File: src/hw/rtl/priority_schedule_waiting_times_unit_defines.svh
// assertion helpers for the scheduler rtl
`ifndef PRIORITY_SCHEDULE_WAITING_TIMES_UNIT_DEFINES_SVH
`define PRIORITY_SCHEDULE_WAITING_TIMES_UNIT_DEFINES_SVH

// same-cycle implication, disabled during reset
`define PSW_ASSERT_IMPL(lbl, ante, cons, msg) \
  lbl: assert property (@(posedge clk) disable iff (!rst_n) (ante) |-> (cons)) \
    else $error(msg);

// next-cycle implication, disabled during reset
`define PSW_ASSERT_NEXT(lbl, ante, cons, msg) \
  lbl: assert property (@(posedge clk) disable iff (!rst_n) (ante) |=> (cons)) \
    else $error(msg);

`endif

File: src/hw/rtl/psw_pkg.sv
package psw_pkg;

  localparam int ID_W   = 8;
  localparam int TIME_W = 16;
  localparam int PRIO_W = 8;
  localparam int ACC_W  = 24;

  localparam logic [ACC_W-1:0] TIME_MAX = 24'hFFFFFF;

  typedef struct packed {
    logic [ID_W-1:0]   proc_id;
    logic [TIME_W-1:0] arrive_at;
    logic [TIME_W-1:0] run_length;
    logic [PRIO_W-1:0] prio_level;
    logic              is_last;
  } in_req_t;

  typedef struct packed {
    logic [ID_W-1:0]   out_id;
    logic [TIME_W-1:0] out_arrive;
    logic [TIME_W-1:0] out_run;
    logic [PRIO_W-1:0] out_prio;
    logic [ACC_W-1:0]  wait_ticks;
    logic [ACC_W-1:0]  turnaround_ticks;
    logic              dropped_flag;
    logic              end_of_run;
  } out_req_t;

  // one stored process record
  typedef struct packed {
    logic [ID_W-1:0]   id;
    logic [TIME_W-1:0] arrive;
    logic [TIME_W-1:0] run;
    logic [PRIO_W-1:0] prio;
  } rec_t;

  localparam int REC_W = $bits(rec_t);

endpackage

File: src/hw/rtl/priority_schedule_waiting_times_unit.sv
// load: one record per cycle; the table holds two batches, so a new batch loads while one schedules
// schedule: per result a full scan of the batch, then start, wait and finish time math
// scheduling is limited by one ram read port
// input stalls only while two batches are waiting or in work
// reset: synchronous active-low rst_n clears counters, queue and fsm; table contents stay undefined
module priority_schedule_waiting_times_unit #(
  parameter int MAX_PROCS = 16
) (
  input  logic              clk,
  input  logic              rst_n,
  input  logic              in_valid,
  output logic              in_ready,
  input  psw_pkg::in_req_t  in_req,
  output logic              out_valid,
  input  logic              out_ready,
  output psw_pkg::out_req_t out_req
);

  localparam int IW  = $clog2(MAX_PROCS);
  localparam int CW  = $clog2(MAX_PROCS + 1);
  // two banks of the record table, one per batch in flight
  localparam int RAM_DEPTH = 2 * (1 << IW);
  // batch descriptor: bank, record count, overflow flag
  localparam int DW  = 1 + CW + 1;

  logic          q_full;
  logic          q_empty;
  logic          q_push;
  logic          q_pop;
  logic [DW-1:0] q_push_data;
  logic [DW-1:0] q_head;

  logic          push_bank;
  logic [CW-1:0] push_count;
  logic          push_ovf;

  logic          wr_en;
  logic [IW:0]   wr_addr;
  psw_pkg::rec_t wr_rec;
  logic          rd_en;
  logic [IW:0]   rd_addr;
  logic [psw_pkg::REC_W-1:0] rd_raw;
  psw_pkg::rec_t rd_rec;

  // front: takes records, writes the table, closes a batch on the last request
  psw_front #(.MAX_PROCS(MAX_PROCS)) u_front (
    .clk        (clk),
    .rst_n      (rst_n),
    .in_valid   (in_valid),
    .in_ready   (in_ready),
    .in_req     (in_req),
    .q_full     (q_full),
    .wr_en      (wr_en),
    .wr_addr    (wr_addr),
    .wr_data    (wr_rec),
    .push       (q_push),
    .push_bank  (push_bank),
    .push_count (push_count),
    .push_ovf   (push_ovf)
  );

  assign q_push_data = {push_bank, push_count, push_ovf};

  // closed batches for the scheduler; the head stays queued until its last result
  psw_queue #(.W(DW)) u_queue (
    .clk       (clk),
    .rst_n     (rst_n),
    .push      (q_push),
    .push_data (q_push_data),
    .pop       (q_pop),
    .pop_data  (q_head),
    .full      (q_full),
    .empty     (q_empty)
  );

  // record table, registered read
  psw_ram #(.W(psw_pkg::REC_W), .DEPTH(RAM_DEPTH)) u_table (
    .clk     (clk),
    .wr_en   (wr_en),
    .wr_addr (wr_addr),
    .wr_data (wr_rec),
    .rd_en   (rd_en),
    .rd_addr (rd_addr),
    .rd_data (rd_raw)
  );

  assign rd_rec = rd_raw;

  // back: selection scan per result, running completion time, output register
  psw_back #(.MAX_PROCS(MAX_PROCS)) u_back (
    .clk        (clk),
    .rst_n      (rst_n),
    .desc_valid (!q_empty),
    .desc_bank  (q_head[DW-1]),
    .desc_count (q_head[CW:1]),
    .desc_ovf   (q_head[0]),
    .desc_pop   (q_pop),
    .rd_en      (rd_en),
    .rd_addr    (rd_addr),
    .rd_data    (rd_rec),
    .out_valid  (out_valid),
    .out_ready  (out_ready),
    .out_req    (out_req)
  );

endmodule

File: src/hw/rtl/psw_ram.sv
module psw_ram #(
  parameter int W     = 48,
  parameter int DEPTH = 32
) (
  input  logic                     clk,
  input  logic                     wr_en,
  input  logic [$clog2(DEPTH)-1:0] wr_addr,
  input  logic [W-1:0]             wr_data,
  input  logic                     rd_en,
  input  logic [$clog2(DEPTH)-1:0] rd_addr,
  output logic [W-1:0]             rd_data
);

  logic [W-1:0] mem [DEPTH];

  always_ff @(posedge clk) begin
    if (wr_en) begin
      mem[wr_addr] <= wr_data;
    end
    if (rd_en) begin
      rd_data <= mem[rd_addr];
    end
  end

endmodule

File: src/hw/rtl/psw_queue.sv
module psw_queue #(
  parameter int W = 8
) (
  input  logic         clk,
  input  logic         rst_n,
  input  logic         push,
  input  logic [W-1:0] push_data,
  input  logic         pop,
  output logic [W-1:0] pop_data,
  output logic         full,
  output logic         empty
);

  logic [W-1:0] slot_r [2];
  logic         wr_ptr_r, wr_ptr_nxt;
  logic         rd_ptr_r, rd_ptr_nxt;
  logic [1:0]   cnt_r, cnt_nxt;

  assign full     = (cnt_r == 2'd2);
  assign empty    = (cnt_r == 2'd0);
  assign pop_data = slot_r[rd_ptr_r];

  always_comb begin
    wr_ptr_nxt = wr_ptr_r;
    rd_ptr_nxt = rd_ptr_r;
    cnt_nxt    = cnt_r;
    if (push) begin
      wr_ptr_nxt = ~wr_ptr_r;
    end
    if (pop) begin
      rd_ptr_nxt = ~rd_ptr_r;
    end
    if (push && !pop) begin
      cnt_nxt = cnt_r + 2'd1;
    end else if (pop && !push) begin
      cnt_nxt = cnt_r - 2'd1;
    end
  end

  always_ff @(posedge clk) begin
    if (push) begin
      slot_r[wr_ptr_r] <= push_data;
    end
    if (!rst_n) begin
      wr_ptr_r <= 1'b0;
      rd_ptr_r <= 1'b0;
      cnt_r    <= 2'd0;
    end else begin
      wr_ptr_r <= wr_ptr_nxt;
      rd_ptr_r <= rd_ptr_nxt;
      cnt_r    <= cnt_nxt;
    end
  end

endmodule

File: src/hw/rtl/psw_front.sv
module psw_front #(
  parameter int MAX_PROCS = 16,
  localparam int IW = $clog2(MAX_PROCS),
  localparam int CW = $clog2(MAX_PROCS + 1)
) (
  input  logic              clk,
  input  logic              rst_n,
  input  logic              in_valid,
  output logic              in_ready,
  input  psw_pkg::in_req_t  in_req,
  input  logic              q_full,
  output logic              wr_en,
  output logic [IW:0]       wr_addr,
  output psw_pkg::rec_t     wr_data,
  output logic              push,
  output logic              push_bank,
  output logic [CW-1:0]     push_count,
  output logic              push_ovf
);

  logic          bank_r, bank_nxt;
  logic [CW-1:0] cnt_r, cnt_nxt;
  logic          ovf_r, ovf_nxt;
  logic          accept;
  logic          has_room;
  logic [CW-1:0] cnt_after;
  logic          ovf_after;

  // a free table bank exists whenever the batch queue is not full
  assign in_ready = !q_full;
  assign accept   = in_valid && in_ready;
  assign has_room = (cnt_r < CW'(MAX_PROCS));

  assign wr_en   = accept && has_room;
  assign wr_addr = {bank_r, cnt_r[IW-1:0]};
  assign wr_data = '{id:     in_req.proc_id,
                     arrive: in_req.arrive_at,
                     run:    in_req.run_length,
                     prio:   in_req.prio_level};

  assign cnt_after = has_room ? cnt_r + CW'(1) : cnt_r;
  assign ovf_after = ovf_r || !has_room;

  assign push       = accept && in_req.is_last;
  assign push_bank  = bank_r;
  assign push_count = cnt_after;
  assign push_ovf   = ovf_after;

  always_comb begin
    bank_nxt = bank_r;
    cnt_nxt  = cnt_r;
    ovf_nxt  = ovf_r;
    if (accept) begin
      if (in_req.is_last) begin
        bank_nxt = ~bank_r;
        cnt_nxt  = '0;
        ovf_nxt  = 1'b0;
      end else begin
        cnt_nxt = cnt_after;
        ovf_nxt = ovf_after;
      end
    end
  end

  always_ff @(posedge clk) begin
    if (!rst_n) begin
      bank_r <= 1'b0;
      cnt_r  <= '0;
      ovf_r  <= 1'b0;
    end else begin
      bank_r <= bank_nxt;
      cnt_r  <= cnt_nxt;
      ovf_r  <= ovf_nxt;
    end
  end

endmodule

File: src/hw/rtl/psw_back.sv
`include "priority_schedule_waiting_times_unit_defines.svh"

module psw_back #(
  parameter int MAX_PROCS = 16,
  localparam int IW = $clog2(MAX_PROCS),
  localparam int CW = $clog2(MAX_PROCS + 1)
) (
  input  logic              clk,
  input  logic              rst_n,
  input  logic              desc_valid,
  input  logic              desc_bank,
  input  logic [CW-1:0]     desc_count,
  input  logic              desc_ovf,
  output logic              desc_pop,
  output logic              rd_en,
  output logic [IW:0]       rd_addr,
  input  psw_pkg::rec_t     rd_data,
  output logic              out_valid,
  input  logic              out_ready,
  output psw_pkg::out_req_t out_req
);

  localparam int KW = psw_pkg::PRIO_W + psw_pkg::TIME_W + IW;
  localparam int AW = psw_pkg::ACC_W;

  typedef enum logic [2:0] {
    S_IDLE, S_SCAN, S_DRAIN, S_CALC1, S_CALC2, S_EMIT
  } state_t;

  state_t            state_r, state_nxt;
  logic [IW-1:0]     issue_r, issue_nxt;
  logic              sv_r, sv_nxt;
  logic [IW-1:0]     sidx_r, sidx_nxt;
  logic [IW-1:0]     pos_r, pos_nxt;
  logic              has_last_r, has_last_nxt;
  logic [KW-1:0]     last_key_r, last_key_nxt;
  logic              best_vld_r, best_vld_nxt;
  logic [KW-1:0]     best_key_r, best_key_nxt;
  psw_pkg::rec_t     best_rec_r, best_rec_nxt;
  logic [AW-1:0]     finish_r, finish_nxt;
  logic [AW-1:0]     start_r, start_nxt;
  logic [AW-1:0]     wait_r, wait_nxt;
  logic              out_valid_r, out_valid_nxt;
  psw_pkg::out_req_t out_r, out_nxt;

  logic [CW-1:0] n_m1;
  logic [IW-1:0] last_idx;
  logic [KW-1:0] cand_key;
  logic          take;
  logic          can_emit;
  logic [AW-1:0] arrive_ext;
  logic [AW:0]   fin_sum;
  logic [AW:0]   tat_sum;

  assign n_m1     = desc_count - CW'(1);
  assign last_idx = n_m1[IW-1:0];

  // sort key: priority, then arrival, then load order
  assign cand_key = {rd_data.prio, rd_data.arrive, sidx_r};
  assign take = sv_r && (!has_last_r || (cand_key > last_key_r))
                     && (!best_vld_r || (cand_key < best_key_r));

  assign can_emit   = !out_valid_r || out_ready;
  assign arrive_ext = AW'(best_rec_r.arrive);
  assign fin_sum    = {1'b0, start_r} + (AW + 1)'(best_rec_r.run);
  assign tat_sum    = {1'b0, wait_r} + (AW + 1)'(best_rec_r.run);

  assign rd_en     = (state_r == S_SCAN);
  assign rd_addr   = {desc_bank, issue_r};
  assign desc_pop  = (state_r == S_EMIT) && can_emit && (pos_r == last_idx);
  assign out_valid = out_valid_r;
  assign out_req   = out_r;

  always_comb begin
    state_nxt     = state_r;
    issue_nxt     = issue_r;
    sv_nxt        = (state_r == S_SCAN);
    sidx_nxt      = issue_r;
    pos_nxt       = pos_r;
    has_last_nxt  = has_last_r;
    last_key_nxt  = last_key_r;
    best_vld_nxt  = best_vld_r;
    best_key_nxt  = best_key_r;
    best_rec_nxt  = best_rec_r;
    finish_nxt    = finish_r;
    start_nxt     = start_r;
    wait_nxt      = wait_r;
    out_valid_nxt = out_valid_r && !out_ready;
    out_nxt       = out_r;

    if (take) begin
      best_vld_nxt = 1'b1;
      best_key_nxt = cand_key;
      best_rec_nxt = rd_data;
    end

    case (state_r)
      S_IDLE: begin
        if (desc_valid) begin
          state_nxt    = S_SCAN;
          issue_nxt    = '0;
          pos_nxt      = '0;
          has_last_nxt = 1'b0;
          best_vld_nxt = 1'b0;
          finish_nxt   = '0;
        end
      end
      S_SCAN: begin
        issue_nxt = issue_r + IW'(1);
        if (issue_r == last_idx) begin
          state_nxt = S_DRAIN;
        end
      end
      S_DRAIN: begin
        state_nxt = S_CALC1;
      end
      S_CALC1: begin
        start_nxt = (finish_r > arrive_ext) ? finish_r : arrive_ext;
        state_nxt = S_CALC2;
      end
      S_CALC2: begin
        wait_nxt   = start_r - arrive_ext;
        finish_nxt = fin_sum[AW] ? psw_pkg::TIME_MAX : fin_sum[AW-1:0];
        state_nxt  = S_EMIT;
      end
      S_EMIT: begin
        if (can_emit) begin
          out_valid_nxt            = 1'b1;
          out_nxt.out_id           = best_rec_r.id;
          out_nxt.out_arrive       = best_rec_r.arrive;
          out_nxt.out_run          = best_rec_r.run;
          out_nxt.out_prio         = best_rec_r.prio;
          out_nxt.wait_ticks       = wait_r;
          out_nxt.turnaround_ticks = tat_sum[AW] ? psw_pkg::TIME_MAX : tat_sum[AW-1:0];
          out_nxt.dropped_flag     = desc_ovf;
          out_nxt.end_of_run       = (pos_r == last_idx);
          if (pos_r == last_idx) begin
            state_nxt = S_IDLE;
          end else begin
            state_nxt    = S_SCAN;
            pos_nxt      = pos_r + IW'(1);
            has_last_nxt = 1'b1;
            last_key_nxt = best_key_r;
            best_vld_nxt = 1'b0;
            issue_nxt    = '0;
          end
        end
      end
      default: begin
        state_nxt = S_IDLE;
      end
    endcase
  end

  always_ff @(posedge clk) begin
    sidx_nxt_hold: begin
      sidx_r     <= sidx_nxt;
      last_key_r <= last_key_nxt;
      best_key_r <= best_key_nxt;
      best_rec_r <= best_rec_nxt;
      start_r    <= start_nxt;
      wait_r     <= wait_nxt;
      out_r      <= out_nxt;
    end
    if (!rst_n) begin
      state_r     <= S_IDLE;
      issue_r     <= '0;
      sv_r        <= 1'b0;
      pos_r       <= '0;
      has_last_r  <= 1'b0;
      best_vld_r  <= 1'b0;
      finish_r    <= '0;
      out_valid_r <= 1'b0;
    end else begin
      state_r     <= state_nxt;
      issue_r     <= issue_nxt;
      sv_r        <= sv_nxt;
      pos_r       <= pos_nxt;
      has_last_r  <= has_last_nxt;
      best_vld_r  <= best_vld_nxt;
      finish_r    <= finish_nxt;
      out_valid_r <= out_valid_nxt;
    end
  end

  `PSW_ASSERT_IMPL(a_busy_has_batch, state_r != S_IDLE, desc_valid, "busy without a batch")
  `PSW_ASSERT_IMPL(a_pick_found, state_r == S_CALC1, best_vld_r, "scan found no record")
  `PSW_ASSERT_IMPL(a_scan_in_range, sv_r, sidx_r <= last_idx, "scan index past batch")
  `PSW_ASSERT_NEXT(a_pop_marks_end, desc_pop, out_valid_r && out_r.end_of_run && state_r == S_IDLE, "batch retired without final result")

endmodule

File: config.mk
export PLATFORM = sky130hd
export DESIGN_NAME = priority_schedule_waiting_times_unit
export DESIGN_NICKNAME = d
export VERILOG_FILES = /design/src/hw/rtl/psw_pkg.sv /design/src/hw/rtl/priority_schedule_waiting_times_unit.sv /design/src/hw/rtl/psw_ram.sv /design/src/hw/rtl/psw_queue.sv /design/src/hw/rtl/psw_front.sv /design/src/hw/rtl/psw_back.sv
export VERILOG_INCLUDE_DIRS = /design/src /design/src/hw/rtl
export SDC_FILE = /design/constraint.sdc
export NUM_CORES = 2
export LEC_CHECK = 0
export BUFFER_PORTS_ARGS = -buffer_cell sky130_fd_sc_hd__buf_2
export CAP_MARGIN = 15
export CELL_PAD_IN_SITES_DETAIL_PLACEMENT = 0
export CELL_PAD_IN_SITES_GLOBAL_PLACEMENT = 1
export CORE_UTILIZATION = 50
export DETAILED_ROUTE_END_ITERATION = 8
export GPL_ROUTABILITY_DRIVEN = 0
export HOLD_SLACK_MARGIN = 0.15
export MAX_ROUTING_LAYER = met4
export PLACE_DENSITY_LB_ADDON = 0.1
export SYNTH_ARGS = -nofsm -noshare
export SYNTH_HDL_FRONTEND = slang
export SYNTH_SLANG_ARGS = --single-unit
File: constraint.sdc
create_clock -name clk -period 6 [get_ports clk]
set_clock_uncertainty 0.15 [all_clocks]
set_input_delay 0.9 -clock clk [delete_from_list [all_inputs] [get_ports clk]]
set_output_delay 0.9 -clock clk [all_outputs]
set_load 0.01 [all_outputs]
==> metrics.txt <==
# TYPE chip_impl_metric gauge
chip_impl_info{name="outcome",value="finished clean"} 1
chip_impl_metric{name="final_layout_size_suffix_gt1_share",unit="%"} 27.9
chip_impl_metric{name="fin_crit_sh",unit="%"} 73.1
chip_impl_info{name="hold_path.startpoint",value="u_table.rd_data[14]"} 1
chip_impl_metric{name="groute.usage.overall",unit="%"} 25.1
chip_impl_info{name="cp-end-kind",value="register"} 1
chip_impl_metric{name="avgViaCountPerCell",unit=""} 6.12
chip_impl_metric{name="cts.clk_slew.worst_paths",unit="ps"} 60
chip_impl_metric{name="syn2layout_area_growth",unit="%"} 13.4
chip_impl_info{name="worst_r2r_startpoint",value="u_table.rd_data[5]"} 1
chip_impl_info{name="setup_repair_after_global_routing_missed_its_margin",value="false"} 1
chip_impl_metric{name="static-leakage-power",unit="nW"} 26.7
chip_impl_metric{name="post-cts-setup-buffer-count",unit=""} 0
chip_impl_metric{name="drt_first_iter_violations",unit=""} 3348
chip_impl_info{name="synth_area_leader_cell",value="edfxtp_1"} 1
chip_impl_metric{name="seq_area_frac_synth",unit="%"} 75.3
chip_impl_metric{name="synth_top_area_share",unit="%"} 73.8
chip_impl_metric{name="asyncSetResetFlopFracSynth",unit="%"} 0
chip_impl_metric{name="gr-total-overflow",unit=""} 0
chip_impl_info{name="cp_top_family",value="compound AO/OA/AOI/OAI gates"} 1
chip_impl_metric{name="synthesis.area_per_instance",unit="um2"} 21.4
chip_impl_info{name="crit_chain",value="ha_1 -> and4_1 -> nand3_1 -> a211oi_1 -> nor4bb_1 -> a21oi_1 -> a21oi_1 -> a211oi_4 -> buf_4"} 1
chip_impl_metric{name="maxCapViolations",unit=""} 0
chip_impl_metric{name="effective_utilization_at_floorplan",unit="%"} 50.6
chip_impl_metric{name="io_buffer_count",unit=""} 152
chip_impl_metric{name="finalMaxSlewViolations",unit=""} 0
chip_impl_metric{name="synth_area",unit="um2"} 74100
chip_impl_info{name="startpoint",value="u_table.rd_data[5]"} 1
chip_impl_metric{name="grt_antenna_before_repair",unit=""} 16
chip_impl_metric{name="global_route_wire_length_before_repair",unit="um"} 261000
chip_impl_info{name="hold_path_class",value="reg -> reg"} 1
chip_impl_metric{name="max_slew.worst_pin.slew",unit="ps"} 1360
chip_impl_metric{name="clock_insertion_delay_at_the_later_pin_of_the_skew_report",unit="ps"} 820
chip_impl_metric{name="ioPinCount",unit=""} 153
chip_impl_metric{name="timing.setup.tns",unit="ps"} 0
chip_impl_metric{name="critical_path.max_stage_delay",unit="ps"} 750
chip_impl_info{name="yosys-top-cells-area",value="edfxtp_1 74%, mux4_2 14%, ha_1 2.1%, dfxtp_1 1.5%, mux2_2 0.88%"} 1
chip_impl_metric{name="vias_in_the_first_global_route",unit=""} 36706
chip_impl_info{name="prevailing_post_synth_register_cell",value="edfxtp_1"} 1
chip_impl_metric{name="drt-pass1-iter-count",unit=""} 6
chip_impl_info{name="critPathLaunchType",value="register"} 1
chip_impl_metric{name="timing.final.hold_violations",unit=""} 0
chip_impl_info{name="clock-root-buffer",value="clkbuf_16"} 1
chip_impl_metric{name="utilization",unit="%"} 57.4
chip_impl_metric{name="fin_nets",unit=""} 3939
chip_impl_metric{name="chipHeight",unit="um"} 387
chip_impl_metric{name="timing.max_slew.rel_slack",unit="%"} 8.35
chip_impl_metric{name="dieWidth",unit="um"} 387
chip_impl_metric{name="worst_ep_required_time",unit="ps"} 6280
chip_impl_metric{name="die-area",unit="um2"} 150000
chip_impl_metric{name="antenna_violating_nets_post_route",unit=""} 0
chip_impl_metric{name="num_rows",unit=""} 140
chip_impl_metric{name="route.detailed.wl_per_inst",unit="um"} 30.8
chip_impl_metric{name="worst_hold_slack",unit="ps"} 267
chip_impl_metric{name="netlist_instances",unit=""} 3470
chip_impl_metric{name="area_of_the_multi_input_gates",unit="um2"} 17600
chip_impl_info{name="cp_dominant_cell_by_count",value="a21oi_1"} 1
chip_impl_metric{name="fp.coreArea",unit="um2"} 146000
chip_impl_metric{name="drt-total-wl",unit="um"} 180000
chip_impl_info{name="slowest_stage",value="a211oi_4"} 1
chip_impl_metric{name="post_layout_min_period",unit="ps"} 4390
chip_impl_metric{name="hold_fix_buffers_cts",unit=""} 0
chip_impl_metric{name="synth.net_count",unit=""} 3653
chip_impl_metric{name="max-clock-path-buffers",unit=""} 3
chip_impl_metric{name="yosysWarnings",unit=""} 0
chip_impl_metric{name="cts_made_buffers",unit=""} 188
chip_impl_metric{name="fillers",unit=""} 10688
chip_impl_metric{name="cp.buffers_inverters",unit=""} 1
chip_impl_metric{name="synth_enable_flop_cells",unit=""} 1822
chip_impl_metric{name="grt_start_max_net_pins",unit=""} 88
chip_impl_info{name="path_class",value="reg -> reg"} 1
chip_impl_metric{name="achievable-frequency",unit="MHz"} 228
chip_impl_metric{name="cts.sinks",unit=""} 1877
chip_impl_metric{name="yosys_register_bits",unit=""} 1877
chip_impl_metric{name="h-tree-depth",unit=""} 4
chip_impl_metric{name="critical_path_peak_fanout",unit=""} 39
chip_impl_metric{name="drc",unit=""} 0
chip_impl_metric{name="power_per_cell_area",unit="nW/um2"} 372
chip_impl_metric{name="post_synth_num_cell_types",unit=""} 71
chip_impl_metric{name="crit_arrival",unit="ps"} 4670
chip_impl_metric{name="resized_cells_post_cts",unit=""} 0
chip_impl_info{name="clock_tree_from_tritoncts",value="built"} 1
chip_impl_metric{name="hpwlAfterDp",unit="um"} 108000
chip_impl_metric{name="setup_viol_count_final",unit=""} 0
chip_impl_metric{name="seq_area",unit="um2"} 55800
chip_impl_metric{name="vias",unit=""} 35774
chip_impl_metric{name="peakVddDrop",unit="uV"} 265
==> cell families after synthesis <==
group | synth area share, %
fa+ha+maj | 2.22
buf+inv | 1.29
simple gates | 2.27
compound gates | 2.43
mux | 15.7
xor+xnor | 0.736
flops | 75.3
==> per-layer routing <==
layer,up-vias,GRT usage [%],part of all wire (%)
met1,19209,33.7,42
li1,15049,-,-
met5,-,-,0
met2,1296,39.8,50
met4,0,7.60,2.6
met3,220,4.09,6.2
==> synth_stat cells (all sizes together), types with 11 or more instances <==
cell type	count
xor2	18
dfxtp	55
nand2	90
a211oi	11
and2	22
edfxtp	1822
nand3	20
a21o	38
clkbuf	83
nand2b	18
a21oi	70
o21a	13
nand4	17
buf	65
o31ai	11
ha	127
inv	79
xnor2	39
nor3	20
mux4	480
a21boi	23
nor2b	26
o21ai	71
mux2	67
nor2	86
==> state kept, by name, summed over array words and instances (netlist names), 2 cells and up, named ones only <==
name,count
u_table.mem,1536
u_back.last_key_r,28
u_queue.slot_r,12
u_back.best_key_r,13
u_back.finish_r,24
u_back.sidx_r,4
u_back.pos_r,4
u_back.state_r,3
u_table.rd_data,48
u_back.best_rec_r,24
u_back.out_req,98
u_back.start_r,24
u_back.arrive_ext,15
u_back.wait_r,24
u_back.issue_r,4
u_front.cnt_r,5
u_queue.cnt_r,2
==> worst paths after layout <==
check | endpoint | slack [ps] | cells after the start
setup / recovery | u_back.arrive_ext[1] | 1610 | 9
hold reg to reg | u_back.best_rec_r[14] | 270 | 0
setup reg to reg | u_back.arrive_ext[1] | 1610 | 9
hold / removal | u_back.best_rec_r[14] | 270 | 0
==> cells in the final DEF, fill, tap and decap left out, drive strengths merged, types with 55 or more instances in the layout <==
cell / instances
ha: 127
buf: 244
mux2: 67
nor2: 86
o21ai: 71
nand2: 90
mux4: 480
a21oi: 70
clkinv: 71
clkbuf: 250
dfxtp: 55
edfxtp: 1822
inv: 81
==> worst reg2reg max path, stage by stage, from the launching register on <==
cell	delay, ps
edfxtp_1	440
ha_1	330
and4_1	420
nand3_1	250
a211oi_1	590
nor4bb_1	120
a21oi_1	170
a21oi_1	130
a211oi_4	750
buf_4	620
==> stage by stage <==
step / setup WS [ps] / instance area (um2) / instances / power, mW
detailed placement: 1510 / 77800 / 5482 / 19.9
finish: 1610 / 84000 / 5841 / 31.2
CTS: 1480 / 84000 / 5832 / 31.6
global placement: 1600 / 77800 / 5481 / 19.9
floorplan: 840 / 74100 / 3470 / 18.4
global route: 1420 / 84000 / 5839 / 32.3
==> where the power goes <==
group          total (mW)  internal (mW)  switching [mW]
clock network        11.7           6.79            4.87
registers            15.1           14.8           0.294
logic                4.45           2.12            2.32
total                31.2           23.7            7.49
==> layout make-up <==
| cell class | instances | share of cell area (%) |
|---|---|---|
| Antenna cell | 8 | 0.0238 |
| Inverter | 79 | 0.353 |
| Clock inverter | 100 | 1.28 |
| Tap cell | 1917 | 2.85 |
| Timing Repair Buffer | 244 | 2.00 |
| Sequential cell | 1877 | 66.4 |
| Multi-Input combinational cell | 1366 | 21.0 |
| Clock buffer | 250 | 6.06 |
Power figures use the tool's default switching activity.
